## src/pdvdm_pkg.sv

```systemverilog
package pdvdm_pkg;

  // words per message: header plus up to six data objects
  localparam int MAX_DATA_OBJECTS = 7;
  localparam int POS_W = $clog2(MAX_DATA_OBJECTS + 1);

  localparam logic [15:0] SID_STANDARD     = 16'hff00;
  localparam logic [15:0] SVID_DISPLAYPORT = 16'hff01;
  localparam logic [15:0] SVID_UNSUPPORTED = 16'heeee;

  // pin assignment bit positions
  localparam int PIN_C = 2;
  localparam int PIN_D = 3;
  localparam int PIN_E = 4;

  typedef enum logic [0:0] {
    CFG_PLATFORM_PRESENT = 1'b0,
    CFG_MODAL_SUPPORTED  = 1'b1
  } cfg_reg_t;

  typedef enum logic [4:0] {
    CMD_DISC_IDENT = 5'd1,
    CMD_DISC_SVID  = 5'd2,
    CMD_DISC_MODES = 5'd3,
    CMD_ENTER      = 5'd4,
    CMD_EXIT       = 5'd5,
    CMD_ATTENTION  = 5'd6,
    CMD_DP_STATUS  = 5'd16,
    CMD_DP_CONFIG  = 5'd17
  } vdm_cmd_t;

  typedef enum logic [1:0] {
    CT_REQ  = 2'd0,
    CT_ACK  = 2'd1,
    CT_NAK  = 2'd2,
    CT_BUSY = 2'd3
  } cmd_type_t;

  typedef enum logic [2:0] {
    ES_OTHER     = 3'd0,
    ES_DFP_IDENT = 3'd1,
    ES_SRC_IDENT = 3'd2,
    ES_SVIDS     = 3'd3,
    ES_MODES     = 3'd4,
    ES_ENTRY     = 3'd5,
    ES_STATUS    = 3'd6,
    ES_CONFIG    = 3'd7
  } engine_state_t;

  typedef enum logic [2:0] {
    RPL_NONE       = 3'd0,
    RPL_DI_ACK     = 3'd1,
    RPL_DI_NAK     = 3'd2,
    RPL_SVID_ACK   = 3'd3,
    RPL_SVID_NAK   = 3'd4,
    RPL_MODES_NAK  = 3'd5,
    RPL_ENTER_NAK  = 3'd6,
    RPL_EXIT_NAK   = 3'd7
  } reply_t;

  typedef enum logic [2:0] {
    ST_OK          = 3'd0,
    ST_UNSTRUCT    = 3'd1,
    ST_BAD_SVID    = 3'd2,
    ST_WRONG_STATE = 3'd3,
    ST_UNKNOWN_CMD = 3'd4
  } status_t;

  typedef enum logic [2:0] {
    ALT_NONE     = 3'd0,
    ALT_DI       = 3'd1,
    ALT_SVID     = 3'd2,
    ALT_MODES    = 3'd3,
    ALT_ENTERED  = 3'd4,
    ALT_STATUS   = 3'd5,
    ALT_SUCCESS  = 3'd6,
    ALT_FAIL     = 3'd7
  } mode_state_t;

  typedef enum logic [1:0] {
    EV_NONE     = 2'd0,
    EV_ATTACHED = 2'd1,
    EV_DETACHED = 2'd2
  } dp_event_t;

  typedef struct packed {
    logic [31:0] data_word;
    logic        first_word;
    logic        last_word;
    logic [2:0]  engine_state;
  } in_word_t;

  typedef struct packed {
    logic [2:0]  reply_action;
    logic [2:0]  status;
    logic [2:0]  mode_state;
    logic        go_ready;
    logic        go_wait_vbus;
    logic [15:0] reply_svid;
    logic [2:0]  reply_obj_pos;
    logic [2:0]  index_two_lane;
    logic [2:0]  index_four_lane;
    logic [5:0]  pin_assign_seen;
    logic [1:0]  dp_event;
    logic [1:0]  hpd_pulses;
  } out_word_t;

  // per-message scan results
  typedef struct packed {
    logic       vesa;
    logic [1:0] hpd_cap;   // bit0 hpd, bit1 irq_hpd
    logic [2:0] two;
    logic [2:0] four;
    logic [2:0] pins;      // {E, D, C}
  } scan_t;

endpackage

```

## src/pdvdm_scan.sv

```systemverilog
module pdvdm_scan (
  input  logic                          en,
  input  logic [31:0]                   word,
  input  logic [pdvdm_pkg::POS_W-1:0]   pos,
  input  pdvdm_pkg::scan_t              cur,
  output pdvdm_pkg::scan_t              nxt
);

  logic [7:0] pins;
  logic       ufp_d;

  assign pins  = word[15:8] | word[23:16];
  assign ufp_d = word[0];

  always_comb begin
    nxt = cur;
    if (en) begin
      if (word[31:16] == pdvdm_pkg::SVID_DISPLAYPORT ||
          word[15:0] == pdvdm_pkg::SVID_DISPLAYPORT) begin
        nxt.vesa = 1'b1;
      end
      if (pos == pdvdm_pkg::POS_W'(1)) begin
        nxt.hpd_cap = {word[8], word[7]};
      end
      if (ufp_d) begin
        if (cur.four == 3'd0) begin
          if (pins[pdvdm_pkg::PIN_E]) begin
            nxt.four    = 3'(pos);
            nxt.pins[2] = 1'b1;
          end
          if (pins[pdvdm_pkg::PIN_C]) begin
            nxt.four    = 3'(pos);
            nxt.pins[0] = 1'b1;
          end
        end
        if (cur.two == 3'd0 && pins[pdvdm_pkg::PIN_D]) begin
          nxt.two     = 3'(pos);
          nxt.pins[1] = 1'b1;
        end
      end
    end
  end

endmodule

```

## src/pd_vdm_response_handler_core.sv

```systemverilog
// Structured VDM responder with DisplayPort alt-mode discovery tracking. A received
// message enters one 32-bit word per cycle: the header (first_word) and then up to six
// data objects; last_word closes it. Words arriving with no message open are dropped
// silently. Each word is decoded combinationally and the state is updated at acceptance,
// so a word is taken every cycle while not stalled; the closing word yields one result
// word in the output register on the next cycle. Input stalls only while that output
// register is full and not being taken. Configuration writes are taken every cycle.
module pd_vdm_response_handler_core (
  input  logic                 clk,
  input  logic                 rst_n,
  input  logic                 in_valid,
  output logic                 in_ready,
  input  pdvdm_pkg::in_word_t  in_data,
  output logic                 out_valid,
  input  logic                 out_ready,
  output pdvdm_pkg::out_word_t out_data,
  input  logic                 cfg_valid,
  output logic                 cfg_ready,
  input  logic                 cfg_index,
  input  logic                 cfg_wdata
);

  logic                          plat_present_r, modal_sup_r;
  logic [31:0]                   header_r, header_nxt;
  logic [pdvdm_pkg::POS_W-1:0]   pos_r, pos_nxt;
  pdvdm_pkg::scan_t              scan_r, scan_base, scan_nxt;
  logic                          scan_en;
  logic [2:0]                    disc_r, disc_nxt;
  logic [5:0]                    pin_r, pin_nxt;
  logic [2:0]                    two_r, two_nxt, four_r, four_nxt;
  logic                          phpd_r, phpd_nxt, lhpd_r, lhpd_nxt;
  logic                          out_valid_r;
  pdvdm_pkg::out_word_t          out_r, res;
  logic                          in_fire, res_gen;

  logic [15:0]          svid;
  logic [4:0]           cmd;
  logic [1:0]           ctype;
  logic [2:0]           es;
  logic                 hpd, irq;

  assign in_ready  = !out_valid_r || out_ready;
  assign in_fire   = in_valid && in_ready;
  assign cfg_ready = 1'b1;
  assign out_valid = out_valid_r;
  assign out_data  = out_r;

  assign scan_base = in_data.first_word ? '0 : scan_r;
  assign scan_en   = !in_data.first_word && pos_r != '0 &&
                     pos_r < pdvdm_pkg::POS_W'(pdvdm_pkg::MAX_DATA_OBJECTS);
  assign res_gen   = in_data.last_word && (in_data.first_word || pos_r != '0);

  pdvdm_scan u_scan (
    .en   (scan_en),
    .word (in_data.data_word),
    .pos  (pos_r),
    .cur  (scan_base),
    .nxt  (scan_nxt)
  );

  always_comb begin
    header_nxt = in_data.first_word ? in_data.data_word : header_r;
    pos_nxt    = pos_r;
    if (in_data.first_word) begin
      pos_nxt = pdvdm_pkg::POS_W'(1);
    end else if (scan_en) begin
      pos_nxt = pos_r + pdvdm_pkg::POS_W'(1);
    end
    if (in_data.last_word) begin
      pos_nxt = '0;
    end
  end

  assign svid  = header_nxt[31:16];
  assign cmd   = header_nxt[4:0];
  assign ctype = header_nxt[7:6];
  assign es    = in_data.engine_state;
  assign hpd   = scan_nxt.hpd_cap[0];
  assign irq   = scan_nxt.hpd_cap[1];

  // message decode on the closing word
  always_comb begin
    disc_nxt = disc_r;
    pin_nxt  = pin_r;
    two_nxt  = two_r;
    four_nxt = four_r;
    phpd_nxt = phpd_r;
    lhpd_nxt = lhpd_r;
    res      = '0;
    if (!header_nxt[15]) begin
      res.status = pdvdm_pkg::ST_UNSTRUCT;
    end else begin
      unique case (cmd)
        pdvdm_pkg::CMD_DISC_IDENT, pdvdm_pkg::CMD_DISC_SVID: begin
          if (svid != pdvdm_pkg::SID_STANDARD) begin
            res.status = pdvdm_pkg::ST_BAD_SVID;
          end else if (ctype == pdvdm_pkg::CT_REQ) begin
            if (cmd == pdvdm_pkg::CMD_DISC_IDENT) begin
              res.reply_action = plat_present_r ? pdvdm_pkg::RPL_DI_ACK
                                                : pdvdm_pkg::RPL_DI_NAK;
            end else begin
              res.reply_action = modal_sup_r ? pdvdm_pkg::RPL_SVID_ACK
                                             : pdvdm_pkg::RPL_SVID_NAK;
            end
          end else if (cmd == pdvdm_pkg::CMD_DISC_IDENT &&
                       es != pdvdm_pkg::ES_DFP_IDENT && es != pdvdm_pkg::ES_SRC_IDENT) begin
            res.status = pdvdm_pkg::ST_WRONG_STATE;
          end else if (cmd == pdvdm_pkg::CMD_DISC_SVID && es != pdvdm_pkg::ES_SVIDS) begin
            res.status = pdvdm_pkg::ST_WRONG_STATE;
          end else if (cmd == pdvdm_pkg::CMD_DISC_IDENT && es == pdvdm_pkg::ES_SRC_IDENT) begin
            res.go_wait_vbus = 1'b1;
          end else begin
            if (cmd == pdvdm_pkg::CMD_DISC_IDENT) begin
              disc_nxt = (ctype == pdvdm_pkg::CT_ACK) ? pdvdm_pkg::ALT_DI :
                         (ctype == pdvdm_pkg::CT_NAK) ? pdvdm_pkg::ALT_FAIL :
                                                        pdvdm_pkg::ALT_NONE;
            end else begin
              disc_nxt = (ctype == pdvdm_pkg::CT_ACK) ?
                           (scan_nxt.vesa ? pdvdm_pkg::ALT_SVID : pdvdm_pkg::ALT_FAIL) :
                         (ctype == pdvdm_pkg::CT_NAK) ? pdvdm_pkg::ALT_FAIL :
                                                        pdvdm_pkg::ALT_DI;
            end
            res.go_ready = 1'b1;
          end
        end
        pdvdm_pkg::CMD_DISC_MODES: begin
          if (ctype == pdvdm_pkg::CT_REQ) begin
            res.reply_action = pdvdm_pkg::RPL_MODES_NAK;
            res.reply_svid   = pdvdm_pkg::SVID_UNSUPPORTED;
          end else if (es != pdvdm_pkg::ES_MODES) begin
            res.status = pdvdm_pkg::ST_WRONG_STATE;
          end else begin
            if (ctype == pdvdm_pkg::CT_ACK) begin
              two_nxt  = scan_nxt.two;
              four_nxt = scan_nxt.four;
              pin_nxt  = pin_r | {1'b0, scan_nxt.pins, 2'b00};
              disc_nxt = (scan_nxt.two != '0 || scan_nxt.four != '0) ?
                         pdvdm_pkg::ALT_MODES : pdvdm_pkg::ALT_FAIL;
            end else begin
              disc_nxt = (ctype == pdvdm_pkg::CT_NAK) ? pdvdm_pkg::ALT_FAIL
                                                      : pdvdm_pkg::ALT_SVID;
            end
            res.go_ready = 1'b1;
          end
        end
        pdvdm_pkg::CMD_ENTER: begin
          if (ctype == pdvdm_pkg::CT_REQ) begin
            res.reply_action  = pdvdm_pkg::RPL_ENTER_NAK;
            res.reply_svid    = svid;
            res.reply_obj_pos = header_nxt[10:8];
          end else if (es != pdvdm_pkg::ES_ENTRY) begin
            res.status = pdvdm_pkg::ST_WRONG_STATE;
          end else begin
            disc_nxt = (ctype == pdvdm_pkg::CT_ACK) ? pdvdm_pkg::ALT_ENTERED :
                       (ctype == pdvdm_pkg::CT_NAK) ? pdvdm_pkg::ALT_FAIL :
                                                      pdvdm_pkg::ALT_MODES;
            res.go_ready = 1'b1;
          end
        end
        pdvdm_pkg::CMD_EXIT: begin
          if (ctype == pdvdm_pkg::CT_REQ) begin
            res.reply_action  = pdvdm_pkg::RPL_EXIT_NAK;
            res.reply_svid    = svid;
            res.reply_obj_pos = header_nxt[10:8];
          end
        end
        pdvdm_pkg::CMD_DP_STATUS: begin
          if (ctype == pdvdm_pkg::CT_REQ) begin
            res.status = pdvdm_pkg::ST_OK;
          end else if (es != pdvdm_pkg::ES_STATUS) begin
            res.status = pdvdm_pkg::ST_WRONG_STATE;
          end else begin
            if (ctype == pdvdm_pkg::CT_ACK) begin
              phpd_nxt = hpd;
            end
            disc_nxt = (ctype == pdvdm_pkg::CT_ACK) ? pdvdm_pkg::ALT_STATUS :
                       (ctype == pdvdm_pkg::CT_NAK) ? pdvdm_pkg::ALT_FAIL :
                                                      pdvdm_pkg::ALT_ENTERED;
            res.go_ready = 1'b1;
          end
        end
        pdvdm_pkg::CMD_DP_CONFIG: begin
          if (ctype == pdvdm_pkg::CT_REQ) begin
            res.status = pdvdm_pkg::ST_OK;
          end else if (es != pdvdm_pkg::ES_CONFIG) begin
            res.status = pdvdm_pkg::ST_WRONG_STATE;
          end else begin
            if (ctype == pdvdm_pkg::CT_ACK) begin
              lhpd_nxt     = 1'b1;
              res.dp_event = pdvdm_pkg::EV_ATTACHED;
            end
            disc_nxt = (ctype == pdvdm_pkg::CT_ACK) ? pdvdm_pkg::ALT_SUCCESS :
                       (ctype == pdvdm_pkg::CT_NAK) ? pdvdm_pkg::ALT_FAIL :
                                                      pdvdm_pkg::ALT_STATUS;
            res.go_ready = 1'b1;
          end
        end
        pdvdm_pkg::CMD_ATTENTION: begin
          if (ctype == pdvdm_pkg::CT_REQ) begin
            if (phpd_r != hpd) begin
              phpd_nxt = hpd;
              if (lhpd_r != hpd) begin
                lhpd_nxt     = hpd;
                res.dp_event = hpd ? pdvdm_pkg::EV_ATTACHED : pdvdm_pkg::EV_DETACHED;
              end else if (lhpd_r) begin
                res.hpd_pulses = res.hpd_pulses + 2'd1;
              end
            end
            if (irq && lhpd_nxt) begin
              res.hpd_pulses = res.hpd_pulses + 2'd1;
            end
          end
        end
        default: begin
          res.status = pdvdm_pkg::ST_UNKNOWN_CMD;
        end
      endcase
    end
    res.mode_state      = disc_nxt;
    res.index_two_lane  = two_nxt;
    res.index_four_lane = four_nxt;
    res.pin_assign_seen = pin_nxt;
  end

  always_ff @(posedge clk) begin
    if (!rst_n) begin
      plat_present_r <= 1'b0;
      modal_sup_r    <= 1'b0;
    end else if (cfg_valid && cfg_ready) begin
      unique case (cfg_index)
        pdvdm_pkg::CFG_PLATFORM_PRESENT: plat_present_r <= cfg_wdata;
        pdvdm_pkg::CFG_MODAL_SUPPORTED:  modal_sup_r    <= cfg_wdata;
        default: ;
      endcase
    end
  end

  always_ff @(posedge clk) begin
    if (!rst_n) begin
      header_r <= '0;
      pos_r    <= '0;
      scan_r   <= '0;
      disc_r   <= '0;
      pin_r    <= '0;
      two_r    <= '0;
      four_r   <= '0;
      phpd_r   <= 1'b0;
      lhpd_r   <= 1'b0;
    end else if (in_fire) begin
      header_r <= header_nxt;
      pos_r    <= pos_nxt;
      scan_r   <= scan_nxt;
      if (res_gen) begin
        disc_r <= disc_nxt;
        pin_r  <= pin_nxt;
        two_r  <= two_nxt;
        four_r <= four_nxt;
        phpd_r <= phpd_nxt;
        lhpd_r <= lhpd_nxt;
      end
    end
  end

  always_ff @(posedge clk) begin
    if (!rst_n) begin
      out_valid_r <= 1'b0;
    end else if (in_fire && res_gen) begin
      out_valid_r <= 1'b1;
    end else if (out_ready) begin
      out_valid_r <= 1'b0;
    end
  end

  always_ff @(posedge clk) begin
    if (in_fire && res_gen) begin
      out_r <= res;
    end
  end

  a_pos_range: assert property (@(posedge clk) disable iff (!rst_n)
    pos_r <= pdvdm_pkg::POS_W'(pdvdm_pkg::MAX_DATA_OBJECTS))
    else $error("word position beyond message length");

  a_last_closes: assert property (@(posedge clk) disable iff (!rst_n)
    in_fire && in_data.last_word |=> pos_r == '0)
    else $error("message still open after last word");

  a_vbus_no_ready: assert property (@(posedge clk) disable iff (!rst_n)
    out_valid && out_data.go_wait_vbus |-> !out_data.go_ready)
    else $error("wait-vbus and ready moves together");

  a_svid_echo: assert property (@(posedge clk) disable iff (!rst_n)
    out_valid && out_data.reply_svid != '0 |->
      out_data.reply_action == pdvdm_pkg::RPL_MODES_NAK ||
      out_data.reply_action == pdvdm_pkg::RPL_ENTER_NAK ||
      out_data.reply_action == pdvdm_pkg::RPL_EXIT_NAK)
    else $error("svid echoed without a nack reply");

  a_stray_word: assert property (@(posedge clk) disable iff (!rst_n)
    in_fire && !in_data.first_word && pos_r == '0 |=> pos_r == '0)
    else $error("stray word opened a message");

endmodule

```

## config.mk

```make
export PLATFORM = sky130hd
export DESIGN_NAME = pd_vdm_response_handler_core
export DESIGN_NICKNAME = d
export VERILOG_FILES = /design/src/pdvdm_pkg.sv /design/src/pdvdm_scan.sv /design/src/pd_vdm_response_handler_core.sv
export SDC_FILE = /design/constraint.sdc
export NUM_CORES = 1
export LEC_CHECK = 0
export ABC_CLOCK_PERIOD_IN_PS = 2600
export BUFFER_PORTS_ARGS = -buffer_cell sky130_fd_sc_hd__buf_2
export CORE_MARGIN = 1
export CORE_UTILIZATION = 51
export DETAILED_ROUTE_END_ITERATION = 12
export GPL_ROUTABILITY_DRIVEN = 1
export GPL_TIMING_DRIVEN = 0
export PLACE_DENSITY_LB_ADDON = 0.2
export SKIP_LAST_GASP = 1
export SLEW_MARGIN = 20
export SYNTH_ARGS = -nofsm -noshare
export SYNTH_HDL_FRONTEND = slang
export SYNTH_SLANG_ARGS = --single-unit
```

## constraint.sdc

```tcl
create_clock -name clk -period 2.6 [get_ports clk]
set_clock_uncertainty 0.2 [all_clocks]
set_input_delay 0 -clock clk [delete_from_list [all_inputs] [get_ports clk]]
set_output_delay 0 -clock clk [all_outputs]
set_load 0.01 [all_outputs]
```

Word level (Yosys, flattened, before mapping)

Index checks and enable logic that the tools add are counted.

Register bits: 113
Logic and storage cells: 242
Input bits: 44
Output and inout bits: 49

Muxes and demuxes: 133
Equality and inequality tests: 32
Reductions and logical operators: 40
Order comparisons: 1
Bitwise gates (word level): 5
Add/sub/neg operators: 2

Operators with widths:

| cell                                           | number |
|---|---|
| 2-to-1 mux 3 bit                               | 48 |
| 2-to-1 mux 2 bit                               | 26 |
| 2-to-1 mux 1 bit                               | 33 |
| == test 16 bit (second input constant)         | 2 |
| 2-to-1 mux 32 bit                              | 1 |
| case mux 16 bit (2 select lines)               | 1 |
| 2-to-1 mux 6 bit                               | 5 |
| 2-to-1 mux 4 bit                               | 7 |
| 2-to-1 mux 12 bit                              | 2 |
| 2-to-1 mux 19 bit                              | 1 |
| case mux 3 bit (6 select lines)                | 1 |
| 2-to-1 mux 16 bit                              | 1 |
| != test 16 bit (second input constant)         | 1 |
| != test 2 bit (second input constant)          | 8 |
| == test 5 x 3 -> 1 bit (second input constant) | 3 |
| case mux 3 bit (5 select lines)                | 1 |
| != test 3 bit (second input constant)          | 4 |
| case mux 3 bit (4 select lines)                | 1 |
| nonzero test 3 bit                             | 4 |
| logical AND 1 bit                              | 11 |
| == test 5 x 2 -> 1 bit (second input constant) | 2 |
| == test 5 bit (second input constant)          | 2 |
| AND reduction 2 bit                            | 5 |
| 2-to-1 mux 9 bit                               | 1 |
| 27 further kinds                               | 42 |

Longest topological paths before layout

Gate-level depths: netlist (run 1).

Depth after elaboration: 16
Depth in mapped cells: 15
Gate-level depth less buffers: 9

Modules after synthesis

A second synthesis (run 1) with hierarchy kept.

Cells, all modules: 591
Area total of the unflattened synthesis: 5671.7 µm²

Modules (own cells, without submodules):

| module                       | cells an instance | area each (µm²) | instances |
|---|---|---|---|
| pd_vdm_response_handler_core | 559               | 5427.7          | 1 |
| pdvdm_scan                   | 32                | 244.0           | 1 |

Worst setup path after synthesis (run 1)

OpenSTA, ideal clock, no wires.

Kind: input to register
Start point: input port in_data[4] (netlist name)
End point: register two_r[1]
Library setup time: 116 ps
Stages on the path: 12
Slack: -263 ps
Buffers on the path: 5
Data arrival time: 2547 ps
Required time: 2284 ps
Cell sequence: buf_6 buf_12 buf_6 clkbuf_1 mux2i_1 ha_1 clkbuf_1 nor4b_1 o2111a_2 and3_4 mux2_4 a31o_1

RTL lines:

| element              | RTL line                            | text |
|---|---|---|
| from (decl)          | pd_vdm_response_handler_core.sv:13  | `input pdvdm_pkg::in_word_t in_data,` |
| to (signal assigned) | pd_vdm_response_handler_core.sv:256 | `two_r <= two_nxt;` |
| to (decl)            | pd_vdm_response_handler_core.sv:30  | `logic [2:0] two_r, two_nxt, four_r, four_nxt;` |

Worst setup path after layout (run 1)

Start point: register pos_r[0] (netlist name)
End point: register out_r, in the netlist out_data[39] (data pin)

Cells in the longest elaborated chain, start to end: 14
Elaborated cells between the ends (all ways): 27
Those cells by class: order compare (1); mux (20); reduce/logical (6)

RTL lines:

| element                                                    | RTL line                            | text |
|---|---|---|
| from (decl)                                                | pd_vdm_response_handler_core.sv:25  | `logic [pdvdm_pkg::POS_W-1:0] pos_r, pos_nxt;` |
| from (signal assigned)                                     | pd_vdm_response_handler_core.sv:251 | `pos_r <= pos_nxt;` |
| branches (longest 3 deep; another with < comparator 3 bit) | --                                  |  |
| 2-to-1 mux 12 bit *                                        | pdvdm_scan.sv:17                    | `if (en) begin` |
| 2-to-1 mux 3 bit                                           | pd_vdm_response_handler_core.sv:119 | `(scan_nxt.vesa ? pdvdm_pkg::ALT_SVID : pdvdm_pkg::ALT_FAIL) :` |
| 2-to-1 mux 3 bit                                           | pd_vdm_response_handler_core.sv:118 | `disc_nxt = (ctype == pdvdm_pkg::CT_ACK) ?` |
| 2-to-1 mux 3 bit                                           | pd_vdm_response_handler_core.sv:113 | `if (cmd == pdvdm_pkg::CMD_DISC_IDENT) begin` |
| 2-to-1 mux 3 bit                                           | pd_vdm_response_handler_core.sv:110 | `end else if (cmd == pdvdm_pkg::CMD_DISC_IDENT && es == pdvdm_pkg::ES_SRC_IDENT) begin` |
| 2-to-1 mux 3 bit                                           | pd_vdm_response_handler_core.sv:108 | `end else if (cmd == pdvdm_pkg::CMD_DISC_SVID && es != pdvdm_pkg::ES_SVIDS) begin` |
| 2-to-1 mux 3 bit                                           | pd_vdm_response_handler_core.sv:105 | `end else if (cmd == pdvdm_pkg::CMD_DISC_IDENT &&` |
| 2-to-1 mux 3 bit                                           | pd_vdm_response_handler_core.sv:97  | `end else if (ctype == pdvdm_pkg::CT_REQ) begin` |
| 2-to-1 mux 3 bit                                           | pd_vdm_response_handler_core.sv:95  | `if (svid != pdvdm_pkg::SID_STANDARD) begin` |
| case mux 3 bit (5 select lines) *                          | pd_vdm_response_handler_core.sv:93  | `unique case (cmd)` |
| 2-to-1 mux 3 bit *                                         | pd_vdm_response_handler_core.sv:90  | `if (!header_nxt[15]) begin` |
| via disc_nxt[2]                                            | pd_vdm_response_handler_core.sv:28  | `logic [2:0] disc_r, disc_nxt;` |
| to (signal assigned)                                       | pd_vdm_response_handler_core.sv:276 | `out_r <= res;` |
| to (decl)                                                  | pd_vdm_response_handler_core.sv:33  | `pdvdm_pkg::out_word_t out_r, res;` |

Mark *: on every way through the listed nets, which the timed path passes.
A chain may end at the register's enable or synchronous reset.

==> flow_summary_export.csv, run 1 <==
group,metric,value,unit
power_and_ir_drop,ir_drop,276,uV
sta,post-route-min-period,2.52,ns
sta,finalHoldViolCount,0,
die,die_area,11500,sq um
synth,synth.avg_cell_area,9.50,sq um
worst_setup_path,reg2reg_from,"pos_r[0]",
detailed_routing,drt-pass1-iter-count,5,
grt,grt.met2_usage,48.6,%
detailed_routing,wl_per_cell,18.7,um
grt,grt_pass1_vias,5000,
clock_tree,numCtsBuffers,9,
sta,worstMarginPinSlew,0.729,ns
worst_setup_path,endpoint_kind,"register",
detailed_routing,vias_per_cell,5.86,
flow_run,maxCapViolCount,0,
cells_and_area,multi_input_area,3090,sq um
power_and_ir_drop,total_power,3.48,mW
clock_tree,cts-root-buf,"clkbuf_8",
detailed_routing,wirelength,16500,um
die,rows,38,
cells_and_area,fillers,872,
hold_path,hold_path.class,"in2reg",
worst_setup_path,path_class,"reg2reg",
die,coreArea,10800,sq um
sta,whs,0.0739,ns
worst_setup_path,worstPathMaxFanout,4,
die,boundaryPins,93,
sta,fin_setup_tns,0,ns
die,chipHeight,107,um
grt,met3_usage,3.81,%
clock_tree,clock_sinks,102,
synth,synthArstFlopShare,0,%
cells_and_area,insertedDiodeCount,0,
synth,synth.distinct_cells,81,
synth,seq_area_frac_synth,43.7,%
sta,setup_ws,0.0776,ns
grt,antenna_found_initial,0,
cells_and_area,mostFrequentLayoutCell,"nand2_1",
power_and_ir_drop,leakage,2.81,nW
grt,met1_usage,38.5,%
sta,final_max_slew_viol_count,0,
cells_and_area,fin_cells,881,
clock_tree,clkSlewWorstSetupHoldPaths,0.10,ns
detailed_routing,first_iter_violations,344,
synth,synthCells,596,
synth,ys_ff_latch,102,
detailed_routing,drcViolationCount,0,
detailed_routing,ant_nets,0,
grt,overflow,0,
detailed_routing,route.vias.total,5167,
hold_path,hp-start,"in_data[4]",
sta,rsz0062_at_grt,"yes",
place,dp_slack,-0.346,ns
grt,grt_pass1_wl,26100,um
grt,grt_max_degree,53,
synth,ys_warn_count,0,
cells_and_area,syn2layout_area_growth,25.4,%
place,post-place-cells,821,
sta,max-slew-margin-rel,51.4,%
grt,busiest_layer,"met2",
worst_setup_path,critPathRequiredTime,2.51,ns
clock_tree,cts_buffer_depth,2,
cells_and_area,layout_common_cells,"nand2_1, buf_2, dfxtp_1, nor2_1, edfxtp_1",
clock_tree,cts_max_level,3,
die,die_w,107,um
synth,synth_edf_count,43,
sta,setup_viol,0,
synth,synthesis.area,5660,sq um
cells_and_area,fin_nets,787,
place,numPortBuffers,83,
worst_setup_path,startpoint,"pos_r[0]",
worst_setup_path,cp-start-kind,"register",
worst_setup_path,worstPathArrival,2.43,ns
status,status,"complete, no violations",
cells_and_area,seq_area,2480,sq um
cells_and_area,drive_above_1_share,24.7,%
clock_tree,clock_latency,0.37,ns
clock_tree,cts_tree,"yes",
place,dpl.hpwl,11500,um
sta,fmax,396,MHz
place,routabilityCongestion,0.930,
die,initial_core_util,52.2,%
synth,ys.flop_type,"dfxtp_1",
grt,grt_usage,29.5,%
power_and_ir_drop,pwr_density_cell,490,nW/um^2
sta,timing.final.crit_share,97.0,%
area by class of cell:
| class | count | share of cell area, % |
|---|---|---|
| multi-input combinational | 446 | 43.5 |
| sequential | 102 | 34.9 |
| timing repair buffer | 130 | 12.2 |
| buffer | 36 | 3.15 |
| tap | 140 | 2.47 |
| clock buffer | 11 | 1.99 |
| clock inverter | 5 | 1.22 |
| inverter | 11 | 0.582 |
power breakdown:
part           switching (mW)  leakage (nW)  internal, mW
clock                   0.580         0.116         0.581
combinational           0.338          1.80         0.241
sequential             0.0299         0.900          1.71
cell families (layout without fill, tap and decap cells):
family                   Yosys count  in the layout  synth area share [%]
AO/OA/AOI/OAI                    165            165                  21.5
XOR/XNOR                           1              1                 0.155
adder cells (fa/ha/maj)            7              7                  1.55
buffers and inverters             50            193                  4.73
flip-flops                       102            102                  43.7
multiplexers                      33             33                  6.56
other                              2              4                 0.133
AND/OR/NAND/NOR                  236            236                  21.7
layer usage:
layer | wire length, um | up-vias
li1 | - | 2451
met3 | 1030 | 35
met1 | 7140 | 2464
met5 | 0 | -
met2 | 7840 | 217
met4 | 472 | 0
worst max-delay path, stage by stage, from the launching register on:
cell and delay (ns):
dfxtp_2 0.35, buf_6 0.09, inv_1 0.05, ha_4 0.17
nor2b_2 0.17, nor3_4 0.20, nand2_2 0.07, o41a_1 0.39
a32o_2 0.33, a31oi_2 0.16, o21ai_1 0.08
registers in the layout (all words and copies together), names as in the netlist:
signal,count
modal_sup_r,1
scan_r,12
header_r,27
pin_r,3
pos_r,3
two_r,3
out_data,43
phpd_r,1
lhpd_r,1
out_valid,1
four_r,3
plat_present_r,1
disc_r,3
cells in the mapped netlist (all sizes together) (2+ instances only):
cell / number / area (sq um)
o31ai: 4 / 30.0
a221oi: 3 / 26.3
nor3: 22 / 141
ha: 7 / 87.6
a21boi: 33 / 248
o22ai: 2 / 12.5
inv: 11 / 41.3
nand3: 3 / 15.0
a211oi: 2 / 15.0
a2bb2oi: 2 / 17.5
a32oi: 7 / 61.3
and2: 8 / 50.1
or2: 2 / 12.5
a21oi: 33 / 184
nand2b: 5 / 31.3
a31o: 3 / 26.3
a32o: 3 / 30.0
nand4: 6 / 37.5
nor2b: 17 / 106
mux2i: 29 / 315
nor4b: 3 / 47.5
edfxtp: 43 / 1290
dfxtp: 59 / 1180
clkbuf: 20 / 75.1
o211a: 10 / 100
a22o: 3 / 27.5
nor2: 48 / 180
a21o: 5 / 37.5
a31oi: 4 / 31.3
o21ai: 21 / 105
o211ai: 7 / 57.6
or3: 4 / 25.0
o2111ai: 2 / 23.8
nor3b: 5 / 47.5
nand4b: 4 / 35.0
o2111a: 2 / 23.8
o21a: 5 / 37.5
o2bb2ai: 3 / 26.3
conb: 2 / 7.51
a22oi: 6 / 45.0
and3: 6 / 47.5
nor4: 3 / 33.8
mux2: 4 / 56.3
buf: 19 / 151
nand2: 93 / 352
final timing paths:
check                                     to  slack, ns  cells past startpoint
worst max-delay path            out_data[39]       0.08                     10
worst min-delay path             header_r[1]       0.07                      5
worst max register to register  out_data[39]       0.08                     10
worst min register to register      two_r[0]       0.26                      2
timing repair:
item                       CTS  global route
pin swaps                    4            11
hold buffers                38             0
hold endpoints to repair    59             0
setup endpoints to repair   58            65
buffers inserted             5             4
gates resized for setup     11            22
stage by stage:
| step | area, sq um | util, % |
|---|---|---|
| 2_1_floorplan | 5710 | - |
| 3_3_place_gp | 6300 | 58.1 |
| 3_5_place_dp | 6300 | 58.1 |
| 4_1_cts | 6990 | 64.4 |
| 5_1_grt | 7100 | 65.5 |
| 6_report | 7100 | 65.5 |
No activity file was read; power rests on OpenSTA's default activity.
==> inputs of run 2 (changes only) <==
==> constraint.sdc (replaced) <==
create_clock -name clk -period 2.6 [get_ports clk]
set_clock_uncertainty 0.2 [all_clocks]
set_input_delay 0.52 -clock clk [delete_from_list [all_inputs] [get_ports clk]]
set_output_delay 0.52 -clock clk [all_outputs]
set_load 0.01 [all_outputs]
==> flow_summary_export.csv, run 2 (same netlist as run 1, synthesis figures left out) <==
group,metric,value,unit
grt,overflow,0,
worst_setup_path,cp-start-kind,"register",
cells_and_area,fin_cells,853,
worst_setup_path,reg2reg_slack,-0.01,ns
detailed_routing,wirelength,16600,um
sta,timing.final.crit_share,100,%
worst_setup_path,worstPathArrival,2.54,ns
clock_tree,clkSlewWorstSetupHoldPaths,0.09,ns
worst_setup_path,path_buf_inv,2,
worst_setup_path,startpoint,"pos_r[1]",
die,coreArea,10800,sq um
cells_and_area,fin_nets,759,
detailed_routing,ant_nets,0,
sta,worstMarginPinSlew,0.672,ns
die,chipHeight,107,um
power_and_ir_drop,total_power,3.44,mW
detailed_routing,drt-pass1-iter-count,5,
die,die_area,11500,sq um
detailed_routing,route.vias.total,5130,
sta,post-route-min-period,2.61,ns
sta,max-slew-margin-rel,55.2,%
worst_setup_path,crit_slowest_cell,"a21oi_2",
cells_and_area,insertedDiodeCount,0,
worst_setup_path,rr_endpoint,"out_data[39]",
worst_setup_path,worstPathMaxFanout,8,
cells_and_area,fin_util,62.8,%
cells_and_area,drive_above_1_share,26.9,%
status,violations,"negative setup slack",
sta,rsz0062_at_grt,"yes",
sta,setup_viol,1,
grt,grt_pass1_wl,25100,um
worst_setup_path,crit_chain,"buf_6, buf_4, a21boi_0, o2111ai_2, a21oi_2, o21a_1, o2111ai_1, a31oi_2, o21ai_1",
cells_and_area,layout_common_cells,"nand2_1, buf_2, dfxtp_1, nor2_1, edfxtp_1",
worst_setup_path,reg2reg_depth,9,
sta,setup_ws,-0.0109,ns
flow_run,maxCapViolCount,0,
clock_tree,cts-root-buf,"clkbuf_8",
grt,grt_pass1_vias,4680,
die,initial_core_util,52.2,%
sta,finalHoldViolCount,0,
place,dpl.hpwl,11800,um
clock_tree,cts_buffer_depth,2,
place,numPortBuffers,83,
die,die_w,107,um
worst_setup_path,reg2reg_from,"pos_r[1]",
grt,grt_max_degree,53,
cells_and_area,largest_reg_flops,43,
clock_tree,cts_max_level,3,
cells_and_area,fillers,931,
place,routabilityCongestion,0.873,
worst_setup_path,endpoint_kind,"register",
detailed_routing,first_iter_violations,466,
detailed_routing,drcViolationCount,0,
sta,final_max_slew_viol_count,0,
clock_tree,numCtsBuffers,9,
power_and_ir_drop,ir_drop,431,uV
detailed_routing,vias_per_cell,6.01,
worst_setup_path,critPathMaxStageDelay,0.35,ns
worst_setup_path,path_class,"reg2reg",
clock_tree,cts_tree,"yes",
die,boundaryPins,93,
hold_path,whs_path_depth,3,
power_and_ir_drop,pwr_density_cell,505,nW/um^2
clock_tree,clock_latency,0.39,ns
hold_path,hold_path.class,"in2reg",
worst_setup_path,crit_family,"compound AO/OA/AOI/OAI gates",
status,status,"complete, but fails checks",
cells_and_area,syn2layout_area_growth,20.3,%
place,post-place-cells,821,
worst_setup_path,critPathRequiredTime,2.53,ns
detailed_routing,wl_per_cell,19.4,um
worst_setup_path,cp-endpoint,"out_data[39]",
power_and_ir_drop,leakage,2.71,nW
sta,fmax,383,MHz
clock_tree,clock_sinks,102,
worst_setup_path,cp.depth,9,
grt,grt_usage,29.3,%
die,rows,38,
sta,whs,0.198,ns
grt,antenna_found_initial,0,
==> run 2: changes by cell type in the layout (fill, tap and decap cells not counted), moves of 2 or more <==
cell,before,now
buf_12,1,3
buf_4,13,23
buf_6,5,3
dfxtp_1,55,57
dfxtp_2,4,2
dlygate4sd3_1,38,0
ha_1,3,5
ha_4,4,2
==> run 2: area by class of cell <==
type | count | area (sq um) | area share, %
multi-input combinational | 446 | 3090 | 45.4
tap | 140 | 175 | 2.57
timing repair buffer | 103 | 578 | 8.49
buffer | 35 | 224 | 3.29
inverter | 11 | 41.3 | 0.606
clock inverter | 4 | 77.6 | 1.14
sequential | 102 | 2470 | 36.3
clock buffer | 12 | 145 | 2.13
==> run 2: metal layers <==
layer	up-vias	wire [um]	track usage [%]
met5	-	0	0
met4	0	391	8.90
li1	2399	-	-
met3	38	1170	7.02
met2	220	7830	47.6
met1	2473	7190	38.5
==> run 2: what timing repair did <==
item,CTS,global route
buffers inserted,18,2
pin swaps,15,11
resized for setup,19,14
endpoints found under the setup margin,81,79
hold buffers,0,0
==> run 2: how the worst min path moves through the flow <==
stage	startpoint	slack [ns]	endpoint
6_report	cfg_wdata	0.20	modal_sup_r
5_1_grt	cfg_wdata	0.19	modal_sup_r
4_1_cts	cfg_wdata	0.19	modal_sup_r
3_5_place_dp	four_r[2]	0.25	four_r[2]
3_3_place_gp	four_r[2]	0.24	four_r[2]
2_1_floorplan	four_r[0]	0.24	four_r[0]
==> run 2: per-stage QoR <==
step | setup TNS (ns) | setup slack, ns | area [sq um]
floorplan | -9.98 | -0.504 | 5760
global placement | -48.86 | -0.868 | 6350
detailed placement | -54.19 | -0.860 | 6350
CTS | -0.169 | -0.0769 | 6790
global route | -0.863 | -0.0964 | 6810
finish | -0.0109 | -0.0109 | 6810
==> run 2: power by group <==
part	internal (mW)	switching (mW)
combinational	0.216	0.336
sequential	1.71	0.0293
clock	0.578	0.574
==> run 2: worst min-delay path, cell delays in order <==
cell      delay (ns)
buf_2           0.10
nand3_1         0.05
a21boi_0        0.06
